==> src/design/bbz_pkg.sv <==
// Shared constants, register codes and stage types for the box blur.
package bbz_pkg;

	localparam int MAX_COLS   = 1024;
	localparam int MAX_RADIUS = 7;
	localparam int MAX_ROWS   = 1024;
	localparam int PIX_W      = 8;

	localparam int RING_LINES = 2 * MAX_RADIUS + 1;
	localparam int COL_W      = $clog2(MAX_COLS);
	localparam int CNT_W      = $clog2(MAX_COLS + MAX_RADIUS);
	localparam int ROW_W      = $clog2(MAX_ROWS + MAX_RADIUS);
	localparam int RING_W     = $clog2(RING_LINES);
	localparam int R_EFF_W    = $clog2(MAX_RADIUS + 1);
	localparam int LINE_DEPTH = RING_LINES * MAX_COLS;
	localparam int LINE_AW    = $clog2(LINE_DEPTH);
	localparam int PIX_MAX    = (1 << PIX_W) - 1;
	localparam int CS_W       = $clog2(RING_LINES * PIX_MAX + 1);
	localparam int MAX_SUM    = RING_LINES * RING_LINES * PIX_MAX;

	// fixed field widths of the register and result ports
	localparam int DIM_W      = 11;
	localparam int RAD_W      = 3;
	localparam int RECIP_W    = 25;
	localparam int CFG_DATA_W = 25;
	localparam int CFG_IDX_W  = 2;
	localparam int SUM_W      = 16;
	localparam int AVG_W      = 16;
	localparam int FRAC_SHIFT = 16;
	localparam int PROD_W     = SUM_W + RECIP_W;

	localparam logic [DIM_W-1:0]   ROWS_RST   = DIM_W'(1024);
	localparam logic [DIM_W-1:0]   COLS_RST   = DIM_W'(1024);
	localparam logic [RAD_W-1:0]   RADIUS_RST = RAD_W'(1);
	localparam logic [RECIP_W-1:0] RECIP_RST  = RECIP_W'(1864135);

	typedef enum logic [CFG_IDX_W-1:0] {
		CFG_ROWS   = 2'd0,
		CFG_COLS   = 2'd1,
		CFG_RADIUS = 2'd2,
		CFG_RECIP  = 2'd3
	} cfg_reg_t;

	// one accepted beat, decoded against the raster position
	typedef struct packed {
		logic                    col_ok;
		logic [PIX_W-1:0]        pix;
		logic                    cs_en;
		logic                    old_en;
		logic                    sub_en;
		logic                    first;
		logic                    res;
		logic                    last;
		logic [RING_W-1:0]       tap;
		logic [COL_W-1:0]        col_addr;
		logic [LINE_AW-1:0]      line_addr;
	} raster_item_t;

endpackage

==> src/design/bbz_scale.sv <==
// Reciprocal multiply to Q8.8, saturation and the output register.
module bbz_scale import bbz_pkg::*; (
	input  logic               clk,
	input  logic               arst_n,
	input  logic               sum_valid,
	output logic               sum_ready,
	input  logic [SUM_W-1:0]   sum,
	input  logic               sum_last,
	input  logic [RECIP_W-1:0] recip,
	output logic               out_valid,
	input  logic               out_ready,
	output logic [SUM_W-1:0]   window_sum,
	output logic [AVG_W-1:0]   blur_average,
	output logic               frame_last
);

	logic               out_valid_q;
	logic [SUM_W-1:0]   sum_s3;
	logic [AVG_W-1:0]   avg_s3;
	logic               last_s3;
	logic [PROD_W-1:0]  prod;
	logic [AVG_W-1:0]   avg_sat;

	assign sum_ready = !out_valid_q || out_ready;

	always_comb begin
		prod = PROD_W'(sum) * PROD_W'(recip);
		// clamp the Q8.8 average to the result width
		if (|prod[PROD_W-1:FRAC_SHIFT+AVG_W]) begin
			avg_sat = '1;
		end else begin
			avg_sat = prod[FRAC_SHIFT+AVG_W-1:FRAC_SHIFT];
		end
	end

	always_ff @(posedge clk) begin
		if (sum_valid && sum_ready) begin
			sum_s3  <= sum;
			avg_s3  <= avg_sat;
			last_s3 <= sum_last;
		end
	end

	always_ff @(posedge clk or negedge arst_n) begin
		if (!arst_n) begin
			out_valid_q <= 1'b0;
		end else if (sum_valid && sum_ready) begin
			out_valid_q <= 1'b1;
		end else if (out_ready) begin
			out_valid_q <= 1'b0;
		end
	end

	assign out_valid    = out_valid_q;
	assign window_sum   = sum_s3;
	assign blur_average = avg_s3;
	assign frame_last   = last_s3;

endmodule

==> config.mk <==
export PLATFORM = sky130hd
export DESIGN_NAME = bbz_scale
export DESIGN_NICKNAME = d
export VERILOG_FILES = /design/src/design/bbz_pkg.sv /design/src/design/bbz_scale.sv
export SDC_FILE = /design/constraint.sdc
export NUM_CORES = 1
export LEC_CHECK = 0
export ABC_CLOCK_PERIOD_IN_PS = 2200
export BUFFER_PORTS_ARGS = -buffer_cell sky130_fd_sc_hd__buf_2
export CORE_MARGIN = 1
export CORE_UTILIZATION = 30
export CTS_CLUSTER_SIZE = 16
export DETAILED_ROUTE_END_ITERATION = 7
export PLACE_DENSITY = 0.48
export SLEW_MARGIN = 30
export SYNTH_ARGS = -nofsm -noshare
export SYNTH_HDL_FRONTEND = slang
export SYNTH_SLANG_ARGS = --single-unit
==> constraint.sdc <==
create_clock -name clk -period 2.2 [get_ports clk]
set_clock_uncertainty 0.15 [all_clocks]
set_input_delay 0.11 -clock clk [delete_from_list [all_inputs] [get_ports clk]]
set_output_delay 0.11 -clock clk [all_outputs]
set_load 0.01 [all_outputs]
==> metrics.txt <==
RR Startpoint out_valid; M1 wire length 20.3 mm; CP Launch Type primary input; Yosys cell types 64; met2 wire length 20.6 mm; RSZ-0062 raised after global routing true; die width 221 µm; TritonRoute pass-1 iters 7; clk root buf clkbuf_16; Post-Synthesis Cells 1607; synthesized flop and latch total 34; initial core utilization 30.6%; Async SR Flop Fraction 2.94%; Reg2Reg Depth 3; WL/cell 17.6 µm; Layout area overhead 29.3%; setup tns final -60220 ps; Final Hold Vio Count 0; Final Wtd Congestion 0.882; Filler cells 4751; Synth top area share 44.5%; Skew-Pair Late Insertion Delay 320 ps; first-pass GRT wire length 71.7 mm; clk slew on worst S/H paths 60 ps; leading area contributor after synthesis fa_1; top_reg_cell synth edfxtp_1; clk buf depth 2; crit-path max FO 8; CP required 2110 ps; Worst EP arrival 5890 ps; yosys warns 0; WHS Path Cells 2; status complete, but fails checks; HPWL after detailed placement 36.2 mm; synthesized area per cell 8.93 µm²; uppermost layer routed met4; Critical path origin sum[8]; Hold EP window_sum[13]; nature of the critical path endpoint flip-flop; I/O Buffers 80; post-synthesis sequential area ratio 7.08%; Slew Viols, Final 0; post-route clock period utilization 272%; worst min-delay path category primary input to flip-flop; syn nets 2082; core area 46900 µm²; reg2reg end window_sum[4]; CTS H-Tree Depth 2; Antenna Cells 0; antenna-violating nets left 0; metal3 WL 1.88 mm; die height 221 µm; Worst Tran Pin Value 431 ps; GRT overflow 0; worst rel slew slack 71.1%; Crit Path Class primary input to flip-flop; Die ar. 48700 µm²; TritonCTS buffer count 5; antenna violations before repair 0; failing checks design-rule violations, negative setup slack; vias in the first global route 13038; CTS tree done; Detailed Route Iter0 Violations 632; via density per instance 4.74; nets@finish 2344; Cell Area, Synth 14400 µm²; most numerous cell in the Yosys netlist inv_1; Setup Viol. Count Final 16; via count 11740; slack of the critical path -3790 ps; row cnt 79; Hold Startpoint sum[13]; highest clock rate 167 MHz; Max-Cap Viols 0; Finished Core Util 39.6%; DRC Markers 6; share of layout cells above drive strength 1 24.8%; Post-Route WL 43.5 mm; # IOs 81; largest net degree at the start of global routing 33; synth top area cells fa_1 (44%), ha_1 (9.6%), inv_1 (9.2%); most instantiated cells after synthesis inv_1 (351), fa_1 (319), nand2_1 (237), and2_1 (203), ha_1 (110); Post-synth EDFFs 33; GRT Overall Usage 19.1%; min Tclk post-route 5990 ps; Sink Count 34; Worst R2R Setup Slack 770 ps
-- timing repair --
item,CTS,global route
setup endpoints to repair,16,16
gates resized for setup,137,50
gates cloned,4,1
hold buffers,8,0
pin swaps,58,21
setup buffers,10,9
hold endpoints to repair,7,0
-- state kept, by name (all words and copies together), names as in the netlist --
signal and flops:
blur_average 16, frame_last 1, window_sum 16, out_valid 1
-- through the flow --
step                      area (µm²)  instances  setup WS (ps)  hold slack, ps
after global routing           18600       2477          -4020            25.7
after detailed placement       17300       2438          -4410            -264
after floorplan                14800       1607          -3770            -336
final                          18600       2477          -3790            23.4
after CTS                      18300       2468          -3780            14.2
after global placement         17300       2438          -4360            -264
-- cells in the final DEF (no fill, tap or decap), types with 9 or more instances in the layout --
master,count
ha_1,90
o211ai_1,11
buf_2,50
a21o_1,13
fa_1,299
buf_4,217
a31oi_1,13
buf_6,24
o21ai_0,13
inv_2,10
fa_2,20
nand2_2,9
nand2_1,225
ha_4,16
nand3_1,9
xnor2_1,11
nand4_1,32
nor2_1,25
a21oi_1,23
a21oi_2,12
and2_1,194
inv_1,341
buf_12,24
edfxtp_1,33
-- routing by layer --
metal,GRT usage [%],vias to the layer above
met3,2.90,36
met1,26.8,6054
met5,0,-
met2,31.2,235
met4,3.95,0
li1,-,5415
-- critical path: stages --
cell and delay, ps:
buf_12 100, buf_12 140, nand2_4 50, fa_1 530, inv_1 50, fa_1 510
inv_2 40, fa_1 550, inv_1 60, fa_1 450, fa_1 520, inv_1 60
fa_1 500, inv_2 50, ha_4 280, nand4_1 170, nor2_2 210, buf_4 150
a2bb2oi_4 70, a211oi_2 260, or3_1 150, o211ai_1 140, a2111oi_4 410, buf_6 190
nand4_1 110
-- worst max path at each step --
stage	end	slack (ps)	cells after the start
after floorplan	blur_average[10]	-3770	23
after global placement	blur_average[2]	-4360	20
after detailed placement	blur_average[0]	-4410	24
after CTS	blur_average[0]	-3780	26
after global routing	blur_average[12]	-4020	25
final	blur_average[2]	-3790	25
-- final cells by class --
type	count	area, µm²	area share (%)
multi-input cells	1141	12300	66.4
repair buffers	335	2950	15.9
inverters	352	1340	7.19
flip-flops and latches	34	1020	5.47
well taps	607	759	4.09
clock buffers	7	143	0.769
clock inverters	1	30.0	0.162
-- logic make-up after synthesis --
| family | Yosys count | synth area share (%) |
|---|---|---|
| AOI/OAI and AO/OA | 152 | 7.23 |
| xor gates and xnor gates | 19 | 1.16 |
| adders and majority gates | 429 | 54.1 |
| buffers and inverters | 432 | 11.5 |
| DFF | 34 | 7.08 |
| muxes | 2 | 0.139 |
| and+or+nand+nor | 539 | 18.8 |
Power is not shown: default switching activity piles up to over one toggle a cycle in this logic, so the estimate is an artifact.
