[src/design/bbz_pkg.sv]
// Shared constants, register codes and stage types for the box blur.
package bbz_pkg;

	localparam int MAX_COLS   = 1024;
	localparam int MAX_RADIUS = 7;
	localparam int MAX_ROWS   = 1024;
	localparam int PIX_W      = 8;

	localparam int RING_LINES = 2 * MAX_RADIUS + 1;
	localparam int COL_W      = $clog2(MAX_COLS);
	localparam int CNT_W      = $clog2(MAX_COLS + MAX_RADIUS);
	localparam int ROW_W      = $clog2(MAX_ROWS + MAX_RADIUS);
	localparam int RING_W     = $clog2(RING_LINES);
	localparam int R_EFF_W    = $clog2(MAX_RADIUS + 1);
	localparam int LINE_DEPTH = RING_LINES * MAX_COLS;
	localparam int LINE_AW    = $clog2(LINE_DEPTH);
	localparam int PIX_MAX    = (1 << PIX_W) - 1;
	localparam int CS_W       = $clog2(RING_LINES * PIX_MAX + 1);
	localparam int MAX_SUM    = RING_LINES * RING_LINES * PIX_MAX;

	// fixed field widths of the register and result ports
	localparam int DIM_W      = 11;
	localparam int RAD_W      = 3;
	localparam int RECIP_W    = 25;
	localparam int CFG_DATA_W = 25;
	localparam int CFG_IDX_W  = 2;
	localparam int SUM_W      = 16;
	localparam int AVG_W      = 16;
	localparam int FRAC_SHIFT = 16;
	localparam int PROD_W     = SUM_W + RECIP_W;

	localparam logic [DIM_W-1:0]   ROWS_RST   = DIM_W'(1024);
	localparam logic [DIM_W-1:0]   COLS_RST   = DIM_W'(1024);
	localparam logic [RAD_W-1:0]   RADIUS_RST = RAD_W'(1);
	localparam logic [RECIP_W-1:0] RECIP_RST  = RECIP_W'(1864135);

	typedef enum logic [CFG_IDX_W-1:0] {
		CFG_ROWS   = 2'd0,
		CFG_COLS   = 2'd1,
		CFG_RADIUS = 2'd2,
		CFG_RECIP  = 2'd3
	} cfg_reg_t;

	// one accepted beat, decoded against the raster position
	typedef struct packed {
		logic                    col_ok;
		logic [PIX_W-1:0]        pix;
		logic                    cs_en;
		logic                    old_en;
		logic                    sub_en;
		logic                    first;
		logic                    res;
		logic                    last;
		logic [RING_W-1:0]       tap;
		logic [COL_W-1:0]        col_addr;
		logic [LINE_AW-1:0]      line_addr;
	} raster_item_t;

endpackage

[src/design/bbz_raster.sv]
// Configuration registers and extended raster counters; decodes each beat.
module bbz_raster import bbz_pkg::*; (
	input  logic                  clk,
	input  logic                  arst_n,
	input  logic                  cfg_valid,
	input  logic [CFG_IDX_W-1:0]  cfg_index,
	input  logic [CFG_DATA_W-1:0] cfg_data,
	input  logic                  accept,
	input  logic                  action,
	input  logic [PIX_W-1:0]      pixel_value,
	output raster_item_t          item,
	output logic [RECIP_W-1:0]    recip
);

	logic [DIM_W-1:0]   rows_q;
	logic [DIM_W-1:0]   cols_q;
	logic [RAD_W-1:0]   radius_q;
	logic [RECIP_W-1:0] recip_q;

	logic [CNT_W-1:0]   ic_q;
	logic [ROW_W-1:0]   ir_q;
	logic [RING_W-1:0]  ring_q;

	logic [ROW_W-1:0]   rows_eff;
	logic [CNT_W-1:0]   cols_eff;
	logic [R_EFF_W-1:0] r_eff;
	logic [RING_W-1:0]  ring_top;
	logic               col_end;
	logic               row_end;

	always_comb begin
		if (rows_q == '0) begin
			rows_eff = ROW_W'(1);
		end else if (int'(rows_q) > MAX_ROWS) begin
			rows_eff = ROW_W'(MAX_ROWS);
		end else begin
			rows_eff = ROW_W'(rows_q);
		end
		if (cols_q == '0) begin
			cols_eff = CNT_W'(1);
		end else if (int'(cols_q) > MAX_COLS) begin
			cols_eff = CNT_W'(MAX_COLS);
		end else begin
			cols_eff = CNT_W'(cols_q);
		end
		if (int'(radius_q) > MAX_RADIUS) begin
			r_eff = R_EFF_W'(MAX_RADIUS);
		end else begin
			r_eff = R_EFF_W'(radius_q);
		end
	end

	// span - 1 is both the last ring line and the tap of the leaving column
	assign ring_top = RING_W'(2 * int'(r_eff));
	assign col_end  = (ic_q == cols_eff + CNT_W'(r_eff) - CNT_W'(1));
	assign row_end  = (ir_q == rows_eff + ROW_W'(r_eff) - ROW_W'(1));

	always_comb begin
		item.col_ok   = (ic_q < cols_eff);
		item.pix      = ((ir_q < rows_eff) && !action) ? pixel_value : '0;
		item.cs_en    = (ir_q != '0);
		item.old_en   = (ir_q > ROW_W'(ring_top));
		item.sub_en   = (ic_q > CNT_W'(ring_top));
		item.first    = (ic_q == '0);
		item.res      = (ir_q >= ROW_W'(r_eff)) && (ic_q >= CNT_W'(r_eff));
		item.last     = col_end && row_end;
		item.tap      = ring_top;
		item.col_addr = ic_q[COL_W-1:0];
		item.line_addr = LINE_AW'(ring_q) * LINE_AW'(MAX_COLS) + LINE_AW'(ic_q[COL_W-1:0]);
	end

	assign recip = recip_q;

	always_ff @(posedge clk or negedge arst_n) begin
		if (!arst_n) begin
			rows_q   <= ROWS_RST;
			cols_q   <= COLS_RST;
			radius_q <= RADIUS_RST;
			recip_q  <= RECIP_RST;
			ic_q     <= '0;
			ir_q     <= '0;
			ring_q   <= '0;
		end else if (cfg_valid) begin
			case (cfg_reg_t'(cfg_index))
				CFG_ROWS:   rows_q   <= cfg_data[DIM_W-1:0];
				CFG_COLS:   cols_q   <= cfg_data[DIM_W-1:0];
				CFG_RADIUS: radius_q <= cfg_data[RAD_W-1:0];
				CFG_RECIP:  recip_q  <= cfg_data[RECIP_W-1:0];
				default: ;
			endcase
			// restart the frame on any register write
			ic_q   <= '0;
			ir_q   <= '0;
			ring_q <= '0;
		end else if (accept) begin
			if (col_end) begin
				ic_q <= '0;
				if (row_end) begin
					ir_q   <= '0;
					ring_q <= '0;
				end else begin
					ir_q   <= ir_q + ROW_W'(1);
					ring_q <= (ring_q == ring_top) ? '0 : ring_q + RING_W'(1);
				end
			end else begin
				ic_q <= ic_q + CNT_W'(1);
			end
		end
	end

endmodule

[config.mk]
export PLATFORM = sky130hd
export DESIGN_NAME = bbz_raster
export DESIGN_NICKNAME = d
export VERILOG_FILES = /design/src/design/bbz_pkg.sv /design/src/design/bbz_raster.sv
export SDC_FILE = /design/constraint.sdc
export NUM_CORES = 1
export LEC_CHECK = 0
export BUFFER_PORTS_ARGS = -buffer_cell sky130_fd_sc_hd__buf_2
export CORE_UTILIZATION = 40
export DETAILED_ROUTE_END_ITERATION = 7
export PLACE_DENSITY = 0.67
export SYNTH_ARGS = -nofsm -noshare
export SYNTH_HDL_FRONTEND = slang
export SYNTH_SLANG_ARGS = --single-unit
[constraint.sdc]
create_clock -name clk -period 3.8 [get_ports clk]
set_input_delay 0.19 -clock clk [delete_from_list [all_inputs] [get_ports clk]]
set_output_delay 0.19 -clock clk [all_outputs]
set_load 0.02 [all_outputs]
==> impl_metrics.csv, run 1 <==
group,metric,value,unit
run_status,run_status,"finished with violations",
run_status,violations,"setup timing",
worst_setup_path,crit_type,"flip-flop to output pin",
timing,setup_tns,-5.52,ns
global_route,first_global_vias,4766,
yosys,ys_ff_latch,76,
global_route,antenna_found_initial,0,
floorplan,fp.dieH,121,µm
worst_setup_path,crit_fanout,2,
yosys,syn-cell-area,5710,µm²
yosys,muxShareOfSynthArea,9.67,%
yosys,syn-instance-count,589,
yosys,synth-async-reset-ratio,100,%
yosys,synth_area_leader_cell,"dfrtp_1",
placement,dp.cells,867,
clocking,clock_path_buffers,2,
pwr,switching_power,1.41,mW
pwr,clockPowerShare,23.9,%
pwr,seq_power_share,28.8,%
yosys,synth_cell_types,66,
timing,fin_skew,0.00687,ns
clocking,insertion_delay,0.35,ns
floorplan,dieArea,14700,µm²
yosys,yosysTopAreaCellShare,26.7,%
yosys,syn_nets,692,
worst_setup_path,cp-end-kind,"output pin",
clocking,cts_inserted_buffers,9,
worst_setup_path,cp_cell_sequence,"or4_4 > nor4_4 > o21ai_2 > ha_2 > inv_2 > ha_4 > inv_2 > fa_2 > xnor2_1 > nor4_2 > nand4b_1 > nor4_2 > buf_4 > nand3_4 > nor2_4 > buf_6",
yosys,synth_fa_ha_area_share,14.1,%
job,cap_violations,0,
yosys,yosysSeqAreaShare,33.7,%
pwr,switching_share,39.6,%
timing,slew_violations,0,
hold_path,hold_class,"input port to asynchronous set/reset pin",
yosys,avgSynthCellArea,9.69,µm²
worst_setup_path,worstPathRequired,3.61,ns
yosys,ys.warnings.count,0,
routing,antenna_left,0,
floorplan,pin_count,108,
clocking,clock_sinks,76,
worst_setup_path,slowest_stage,"or4_4",
cells_and_area,drive_gt1_share,37.6,%
cells_and_area,finalNonFillerCells,893,
cells_and_area,area_growth,23.5,%
yosys,yosys.area_share.simple,15.2,%
yosys,synth_area_leaders,"dfrtp_1 27%, ha_1 13%, mux2_2 9.7%",
cells_and_area,nets,811,
floorplan,die_x,121,µm
global_route,grt_overflow,0,
routing,first_pass_iters,5,
yosys,synth-edff-count,0,
global_route,grt_pass1_wl,23800,µm
timing,rsz0062_at_grt,"true",
global_route,grt_max_degree,77,
global_route,grt_usage,20.9,%
routing,post_drt_wl_per_cell,16.1,µm
yosys,synthXorXnorAreaFrac,7.19,%
cells_and_area,diodes,0,
yosys,synth_compound_gate_area_share,12.4,%
clocking,cts_tree,"yes",
timing,max_freq,0.244,GHz
pwr,leakagePower,3.48,nW
yosys,synth_ff_type,"dfrtp_1",
routing,routed_wl,14400,µm
timing,worst_slew_pin_slew,1.22,ns
floorplan,num_rows,43,
floorplan,start_util,41.1,%
worst_setup_path,cp_top_family,"simple AND/OR/NAND/NOR gates",
yosys,synth_top_family_by_area,"simple AND/OR/NAND/NOR gates",
pwr,p_int,2.14,mW
routing,vias,4761,
worst_setup_path,critPathMaxStageDelay,0.55,ns
clocking,htree_levels,3,
routing,dr.first_iter.drc_count,277,
worst_setup_path,start_kind,"flip-flop",
worst_setup_path,crit_buf_inv,4,
pwr,power.density,503,nW/µm²
timing,finalHoldViolCount,0,
clocking,ctsHoldBuffers,0,
timing,post-route-period-util,108,%
clocking,clk_pin_slew,0.06,ns
timing,setup_ws,-0.304,ns
pwr,combPwrFrac,47.3,%
pwr,peakVddDrop,0.403,mV
routing,drc,0,
placement,numPortBuffers,106,
placement,gp_congestion,0.860,
timing,slew_headroom,17.9,%
timing,setup_viol,27,
floorplan,core,13900,µm²
placement,dpl.hpwl,10800,µm
timing,min_period,4.10,ns
clocking,clockRootBuffer,"clkbuf_16",
worst_setup_path,arrival,3.91,ns
timing,hold_slack,0.00900,ns
routing,vias_per_cell,5.33,
-- cell usage after synthesis (4+ instances only) --
library cell and n:
nor2_1 31, dfstp_2 15, a21o_1 15, mux2_2 49
ha_1 61, clkbuf_1 12, nor4b_1 5, nor3_1 6
o21ai_1 5, o21ai_0 16, nand2_1 43, a21oi_1 15
inv_1 57, nor2b_1 6, and3_1 8, dfrtp_1 61
nand4_1 8, xnor2_1 26, nor4_1 9, nand3_1 19
buf_4 21, nand2b_1 11, xor2_1 19, o21a_1 4
-- layout make-up --
| class | instances | area (µm²) |
|---|---|---|
| inverter | 58 | 218 |
| clock inverter | 6 | 55.1 |
| sequential | 76 | 1920 |
| tap | 180 | 225 |
| clock buffer | 10 | 239 |
| fill | 1262 | 6830 |
| timing repair buffer | 143 | 843 |
| multi-input combinational | 420 | 3550 |
-- routing by layer --
metal	global-route usage, %	part of all wire, %	up-vias
met1	27.9	45	2313
li1	-	-	2303
met2	33.2	47	125
met5	0	0	-
met4	8.72	2.1	0
met3	3.57	5.4	20
-- cell usage in the layout (no fill, tap or decap), drive strengths merged, types with 19 or more instances in the layout --
master	netlist	final
ha	61	61
inv	57	61
dfrtp	61	61
nand2	43	43
nor2	31	31
nand3	19	19
buf	23	143
xor2	19	19
mux2	49	49
o21ai	21	21
xnor2	27	27
-- cells by family (layout without fill, tap and decap cells) --
logic type,after synthesis,after routing
AO/OA/AOI/OAI,95,95
flip-flops,76,76
buffers and inverters,93,217
XOR/XNOR,46,46
other,1,1
AND/OR/NAND/NOR,166,166
adder cells (fa/ha/maj),63,63
multiplexers,49,49
-- path summary, 6_finish.rpt --
path,slack [ns],endpoint,cells after the start,from
setup reg to reg,-0.29,ir_q[4],18,cols_q[0]
hold / removal,0.009,recip[5],1,arst_n
hold reg to reg,0.50,recip[16],1,recip[16]
max in group asynchronous,3.18,ir_q[1],1,arst_n
min in group clk,0.07,recip[22],2,cfg_data[22]
setup / recovery,-0.30,item[28],16,cols_q[0]
-- repair_timing --
| action | in CTS | in global routing |
|---|---|---|
| setup endpoints to repair | 27 | 27 |
| cloned | 1 | 0 |
| pin swaps | 20 | 10 |
| resized for setup | 38 | 14 |
| buffers inserted | 9 | 0 |
-- state kept, by name, indices dropped and copies added, names as in the netlist --
register / flops
cols_q: 11
ir_q: 11
rows_q: 11
r_eff: 3
ic_q: 11
ring_q: 4
recip: 25
-- per-stage QoR --
stage	util (%)	total power [mW]	cell area, µm²	setup slack (ns)
after CTS	50.3	3.53	6980	-0.247
after global routing	50.8	3.78	7050	-0.451
final	50.8	3.55	7050	-0.304
after global placement	46.4	2.53	6440	-0.155
after floorplan	-	2.17	5710	0.00216
after detailed placement	46.4	2.60	6440	-0.351
-- power groups by stage --
| stage | registers, mW | logic (mW) | clock network (mW) |
|---|---|---|---|
| after floorplan | 1.09 | 1.07 | 0 |
| after global placement | 1.02 | 1.51 | 0 |
| after detailed placement | 1.03 | 1.57 | 0 |
| after CTS | 1.02 | 1.64 | 0.871 |
| after global routing | 1.04 | 1.83 | 0.905 |
| final | 1.02 | 1.68 | 0.848 |
Power figures use the tool's default switching activity.
==> inputs of run 2 (changes only) <==
CORE_UTILIZATION = 35   (was 40)
PLACE_DENSITY = 0.61   (was 0.67)
==> impl_metrics.csv, run 2 (synthesis results as in run 1) <==
group,metric,value,unit
run_status,run_status,"finished with violations",
run_status,violations,"hold timing, setup timing",
worst_setup_path,crit_fanout,3,
timing,post-route-period-util,104,%
global_route,grt_max_degree,77,
pwr,leakagePower,3.53,nW
worst_setup_path,slowest_stage,"or4_4",
cells_and_area,nets,810,
cells_and_area,finalNonFillerCells,928,
clocking,clockRootBuffer,"clkbuf_16",
timing,hold_slack,-0.00628,ns
worst_setup_path,start_kind,"flip-flop",
placement,gp_congestion,0.880,
timing,worst_slew_pin_slew,1.21,ns
worst_setup_path,cp-end-kind,"output pin",
global_route,use_met3,3.24,%
cells_and_area,utilization,45.5,%
floorplan,start_util,35.9,%
routing,antenna_left,0,
worst_setup_path,worstPathRequired,3.61,ns
global_route,grt_pass1_wl,23300,µm
timing,slew_headroom,18.9,%
cells_and_area,drive_gt1_share,38.5,%
global_route,grt_overflow,0,
routing,first_pass_iters,4,
worst_setup_path,rr_startpoint,"cols_q[0]",
pwr,power.density,528,nW/µm²
timing,slew_violations,0,
floorplan,num_rows,46,
worst_setup_path,cp_cell_sequence,"or4_4 > nor4_4 > o21ai_2 > ha_2 > inv_2 > ha_4 > inv_2 > fa_2 > nor2b_2 > o2111a_1 > o21ai_2 > xnor2_2 > buf_4 > nor4_4 > buf_4 > nand3_4 > nor2_4 > buf_6",
global_route,antenna_found_initial,0,
clocking,clk_pin_slew,0.06,ns
placement,numPortBuffers,106,
routing,vias,4750,
pwr,peakVddDrop,0.311,mV
floorplan,dieArea,16800,µm²
timing,setup_viol,25,
cells_and_area,area_growth,26.6,%
timing,fin_skew,0.00775,ns
worst_setup_path,crit_type,"flip-flop to output pin",
cells_and_area,diodes,0,
global_route,use_met2,30.9,%
floorplan,core,15900,µm²
routing,routed_wl,14500,µm
timing,finalHoldViolCount,7,
global_route,grt_busiest_layer,"met2",
floorplan,pin_count,108,
timing,max_freq,0.253,GHz
routing,dr.first_iter.drc_count,209,
clocking,clock_path_buffers,2,
pwr,p_total,3.82,mW
floorplan,fp.dieH,130,µm
timing,rsz0062_at_grt,"true",
worst_setup_path,arrival,3.76,ns
clocking,ctsHoldBuffers,0,
routing,vias_per_cell,5.12,
floorplan,die_x,130,µm
clocking,cts_tree,"yes",
global_route,grt_usage,18.0,%
cells_and_area,final_cell_mix,"104 x buf_2, 61 x dfrtp_1, 59 x ha_1",
timing,setup_ws,-0.150,ns
clocking,htree_levels,3,
cells_and_area,final_common_cell,"buf_2",
clocking,clock_sinks,76,
job,cap_violations,0,
placement,dp.cells,903,
global_route,first_global_vias,4741,
routing,post_drt_wl_per_cell,15.6,µm
routing,drc,0,
clocking,cts_inserted_buffers,9,
timing,setup_tns,-1.43,ns
worst_setup_path,startpoint,"cols_q[0]",
clocking,insertion_delay,0.34,ns
timing,min_period,3.95,ns
cells_and_area,largest_register_ff_count,25,
worst_setup_path,critPathMaxStageDelay,0.54,ns
placement,dpl.hpwl,11100,µm
hold_path,hold_class,"input port to asynchronous set/reset pin",
global_route,grt_use_met1,22.5,%
[run 2: cell types whose count changed in the layout (fill, tap and decap cells not counted), moves of 2 or more]
cell / delta
bufinv_16: +3
buf_6: -2
nor4_2: -2
nor4_4: +2
o2bb2a_2: -2
o2bb2a_4: +2
or4_1: -2
or4_4: +2
xnor2_1: -2
xnor2_2: +2
[run 2: worst max-delay path: cells and delay by family, from the launching register on]
kind,cells,cell delay [ns]
adder cells (fa/ha/maj),3,0.67
AND/OR/NAND/NOR,6,1.29
flip-flops,1,0.38
AO/OA/AOI/OAI,3,0.39
XOR/XNOR,1,0.15
buffers and inverters,5,0.53
[run 2: worst paths after layout]
| check | endpoint | slack, ns | cells past startpoint |
|---|---|---|---|
| setup / recovery | item[28] | -0.15 | 18 |
| hold / removal | cols_q[6] | -0.006 | 1 |
| setup reg to reg | ring_q[2] | -0.15 | 19 |
| hold reg to reg | recip[21] | 0.51 | 1 |
| max in group asynchronous | ic_q[7] | 3.15 | 1 |
| min in group clk | recip[24] | 0.07 | 2 |
[run 2: per-stage QoR]
stage          setup WS, ns  instance area, µm²
2_1_floorplan       0.00216                5710
5_1_grt              -0.372                7230
3_3_place_gp         -0.137                6500
3_5_place_dp         -0.235                6500
4_1_cts              -0.177                7130
6_report             -0.150                7230
[run 2: area by class of cell]
| type | count | area (µm²) |
|---|---|---|
| Clock buffer | 9 | 225 |
| Clock inverter | 7 | 121 |
| Fill cell | 1529 | 8660 |
| Inverter | 58 | 218 |
| Multi-Input combinational cell | 420 | 3620 |
| Sequential cell | 76 | 1920 |
| Tap cell | 216 | 270 |
| Timing Repair Buffer | 142 | 848 |
[run 2: where the power goes]
group	leakage [nW]	internal (mW)	switching [mW]
registers	0.932	0.939	0.0852
logic	2.43	0.803	0.987
clock network	0.170	0.646	0.356
[run 2: timing repair]
item	in CTS	in global routing
endpoints found under the setup margin	25	35
buffers inserted	8	2
gates resized for setup	48	14
pin swaps	27	10
[run 2: layer usage]
layer,vias to the layer above,part of all wire (%)
met1,2326,45
met2,117,49
met5,-,0
li1,2289,-
met3,18,5.0
met4,0,1.6
==> inputs of run 3 (changes only) <==
ABC_AREA = 1   (was not set)
PLACE_DENSITY = 0.6   (was 0.61)
SLEW_MARGIN = 10   (was not set)
==> impl_metrics.csv, run 3 <==
group,metric,value,unit
global_route,grt_max_degree,77,
cells_and_area,regArea,1920,µm²
global_route,antenna_found_initial,0,
worst_setup_path,start_kind,"flip-flop",
yosys,ys.warnings.count,0,
yosys,synth_area_leaders,"dfrtp_1 25%, nand2_1 14%, ha_1 12%",
routing,vias_per_cell,4.72,
yosys,yosysSeqAreaShare,31.0,%
yosys,yosys.cell_count.top_type,"nand2_1",
clocking,ctsHoldBuffers,0,
yosys,syn_nets,968,
worst_setup_path,cp_cell_sequence,"nor2_2 > nand3_2 > nor2_2 > nor2_2 > inv_2 > o21ai_2 > ha_2 > inv_2 > ha_4 > inv_2 > fa_2 > inv_2 > nand2_4 > nand2_4 > nand3_2 > nand2_1 > nand2_1 > nand2_2 > nand2_2 > nor2_4 > nand4_1 > nor2_2 > buf_6",
yosys,synth_top_family_by_area,"simple AND/OR/NAND/NOR gates",
clocking,clockRootBuffer,"clkbuf_16",
floorplan,num_rows,48,
yosys,yosysTopAreaCellShare,24.7,%
placement,gp_congestion,0.827,
yosys,muxShareOfSynthArea,2.55,%
cells_and_area,area_growth,19.4,%
clocking,cts_inserted_buffers,9,
cells_and_area,final_cell_mix,"233 x nand2_1, 121 x inv_1, 104 x buf_2",
routing,drc,0,
job,cap_violations,0,
pwr,power.density,484,nW/µm²
routing,dr.first_iter.drc_count,363,
routing,first_pass_iters,5,
cells_and_area,final_cell_area,7390,µm²
run_status,run_status,"finished with violations",
worst_setup_path,cp-end-kind,"output pin",
timing,fin_skew,0.00591,ns
clocking,clock_path_buffers,2,
floorplan,start_util,35.8,%
yosys,synth_ff_type,"dfrtp_1",
run_status,violations,"hold timing",
global_route,grt_overflow,0,
worst_setup_path,crit_fanout,7,
cells_and_area,largest_register_ff_count,25,
cells_and_area,nets,1074,
yosys,syn-instance-count,865,
yosys,synth_area_leader_cell,"dfrtp_1",
global_route,first_global_vias,5141,
cells_and_area,multiInputGateArea,3640,µm²
routing,vias,5670,
timing,slew_violations,0,
yosys,synth_compound_gate_area_share,8.31,%
clocking,clk_pin_slew,0.07,ns
cells_and_area,drive_gt1_share,24.4,%
routing,post_drt_wl_per_cell,13.2,µm
cells_and_area,fillCellCount,1757,
routing,antenna_left,0,
timing,post-route-period-util,95.5,%
placement,dpl.hpwl,12200,µm
floorplan,die_x,135,µm
yosys,synth_cell_types,43,
worst_setup_path,critPathMaxStageDelay,0.40,ns
worst_setup_path,arrival,3.44,ns
timing,setup_viol,0,
yosys,syn-cell-area,6190,µm²
floorplan,pin_count,108,
worst_setup_path,worstPathRequired,3.61,ns
hold_path,hold_class,"input port to asynchronous set/reset pin",
clocking,clock_sinks,76,
floorplan,core,17300,µm²
timing,finalHoldViolCount,12,
placement,dpl_cell_area,6800,µm²
pwr,leakagePower,4.05,nW
cells_and_area,final_common_cell,"nand2_1",
yosys,synth-edff-count,0,
global_route,grt_pass1_wl,25700,µm
floorplan,dieArea,18200,µm²
timing,min_period,3.63,ns
global_route,grt_usage,17.9,%
timing,slew_headroom,35.7,%
worst_setup_path,slowest_stage,"dfrtp_1",
timing,worst_slew_pin_slew,0.964,ns
timing,hold_slack,-0.0278,ns
yosys,synth_fa_ha_area_share,13.0,%
yosys,synth_commonest_cells,"237 x nand2_1, 128 x inv_1, 69 x nor2_1",
yosys,synth-async-reset-ratio,100,%
placement,numPortBuffers,106,
timing,max_freq,0.276,GHz
pwr,peakVddDrop,0.291,mV
clocking,htree_levels,3,
clocking,cts_tree,"yes",
cells_and_area,diodes,0,
floorplan,fp.dieH,135,µm
routing,routed_wl,15800,µm
worst_setup_path,crit_type,"flip-flop to output pin",
yosys,avgSynthCellArea,7.16,µm²
yosys,ys_ff_latch,76,
yosys,synthXorXnorAreaFrac,3.40,%
clocking,insertion_delay,0.35,ns
yosys,yosys.area_share.simple,29.4,%
==> run 3: cell count changes in the layout (fill, tap and decap cells not counted), sizes merged, moves of 14 or more <==
cell	change
mux2	-35
xnor2	-16
nand3	+51
nor2	+42
inv	+78
nand2	+205
a21oi	+14
a21o	-15
o21ai	+34
==> run 3: repair_timing <==
item                       CTS  global route
setup endpoints to repair    1            25
pin swaps                    2            19
buffers inserted             2            18
cloned                       0             0
gates resized for setup      4            37
==> run 3: layout make-up <==
class,count,share of cell area (%)
Inverter,134,6.81
Sequential cell,76,26.0
Clock buffer,9,3.05
Multi-Input combinational cell,617,49.2
Tap cell,225,3.81
Timing Repair Buffer,133,10.0
Clock inverter,7,1.10
==> run 3: per-layer routing <==
layer | track usage (%) | vias up | wire length, µm
li1 | - | 2969 | -
met1 | 25.6 | 2556 | 8030
met2 | 27.5 | 130 | 6820
met3 | 3.38 | 15 | 765
met4 | 5.06 | 0 | 201
met5 | 0 | - | 0
==> run 3: cells by family after synthesis <==
| group | after synthesis |
|---|---|
| simple gates | 421 |
| mux | 14 |
| flops | 76 |
| other cells | 1 |
| fa+ha+maj | 63 |
| xor+xnor | 24 |
| compound gates | 94 |
| buf+inv | 172 |
==> run 3: worst paths after layout <==
kind,startpoint,endpoint,slack (ns),depth (start not counted)
max reg2reg,cols_q[2],ir_q[8],0.42,25
max in group asynchronous,arst_n,ic_q[10],3.17,1
max,cols_q[2],item[28],0.17,23
min reg2reg,cols_q[7],cols_q[7],0.49,2
min in group clk,cfg_data[11],recip[11],0.07,2
min,arst_n,rows_q[9],-0.03,1
==> run 3: metrics by stage <==
step           power (mW)  instances  util, %  setup TNS (ns)  setup slack (ns)
2_1_floorplan        2.18        865        -               0             0.614
3_3_place_gp         2.55       1165     39.3               0             0.270
3_5_place_dp         2.57       1165     39.3               0             0.221
4_1_cts              3.47       1183     41.2               0           0.00805
5_1_grt              3.89       1201     42.7         -0.0815           -0.0815
6_report             3.58       1201     42.7               0             0.171
==> run 3: power by group <==
group | leakage, nW | switching, mW | total (mW) | internal [mW]
Clock | 0.152 | 0.367 | 0.886 | 0.519
Combinational | 2.95 | 1.02 | 1.67 | 0.644
Sequential | 0.947 | 0.0944 | 1.03 | 0.931
Total | 4.05 | 1.49 | 3.58 | 2.09
==> run 3: critical path, delay by kind of cell, from the launching register on <==
kind / cells / cell delay (ns)
simple gates: 14 / 1.43
flops: 1 / 0.40
compound gates: 1 / 0.09
fa+ha+maj: 3 / 0.74
buf+inv: 5 / 0.44
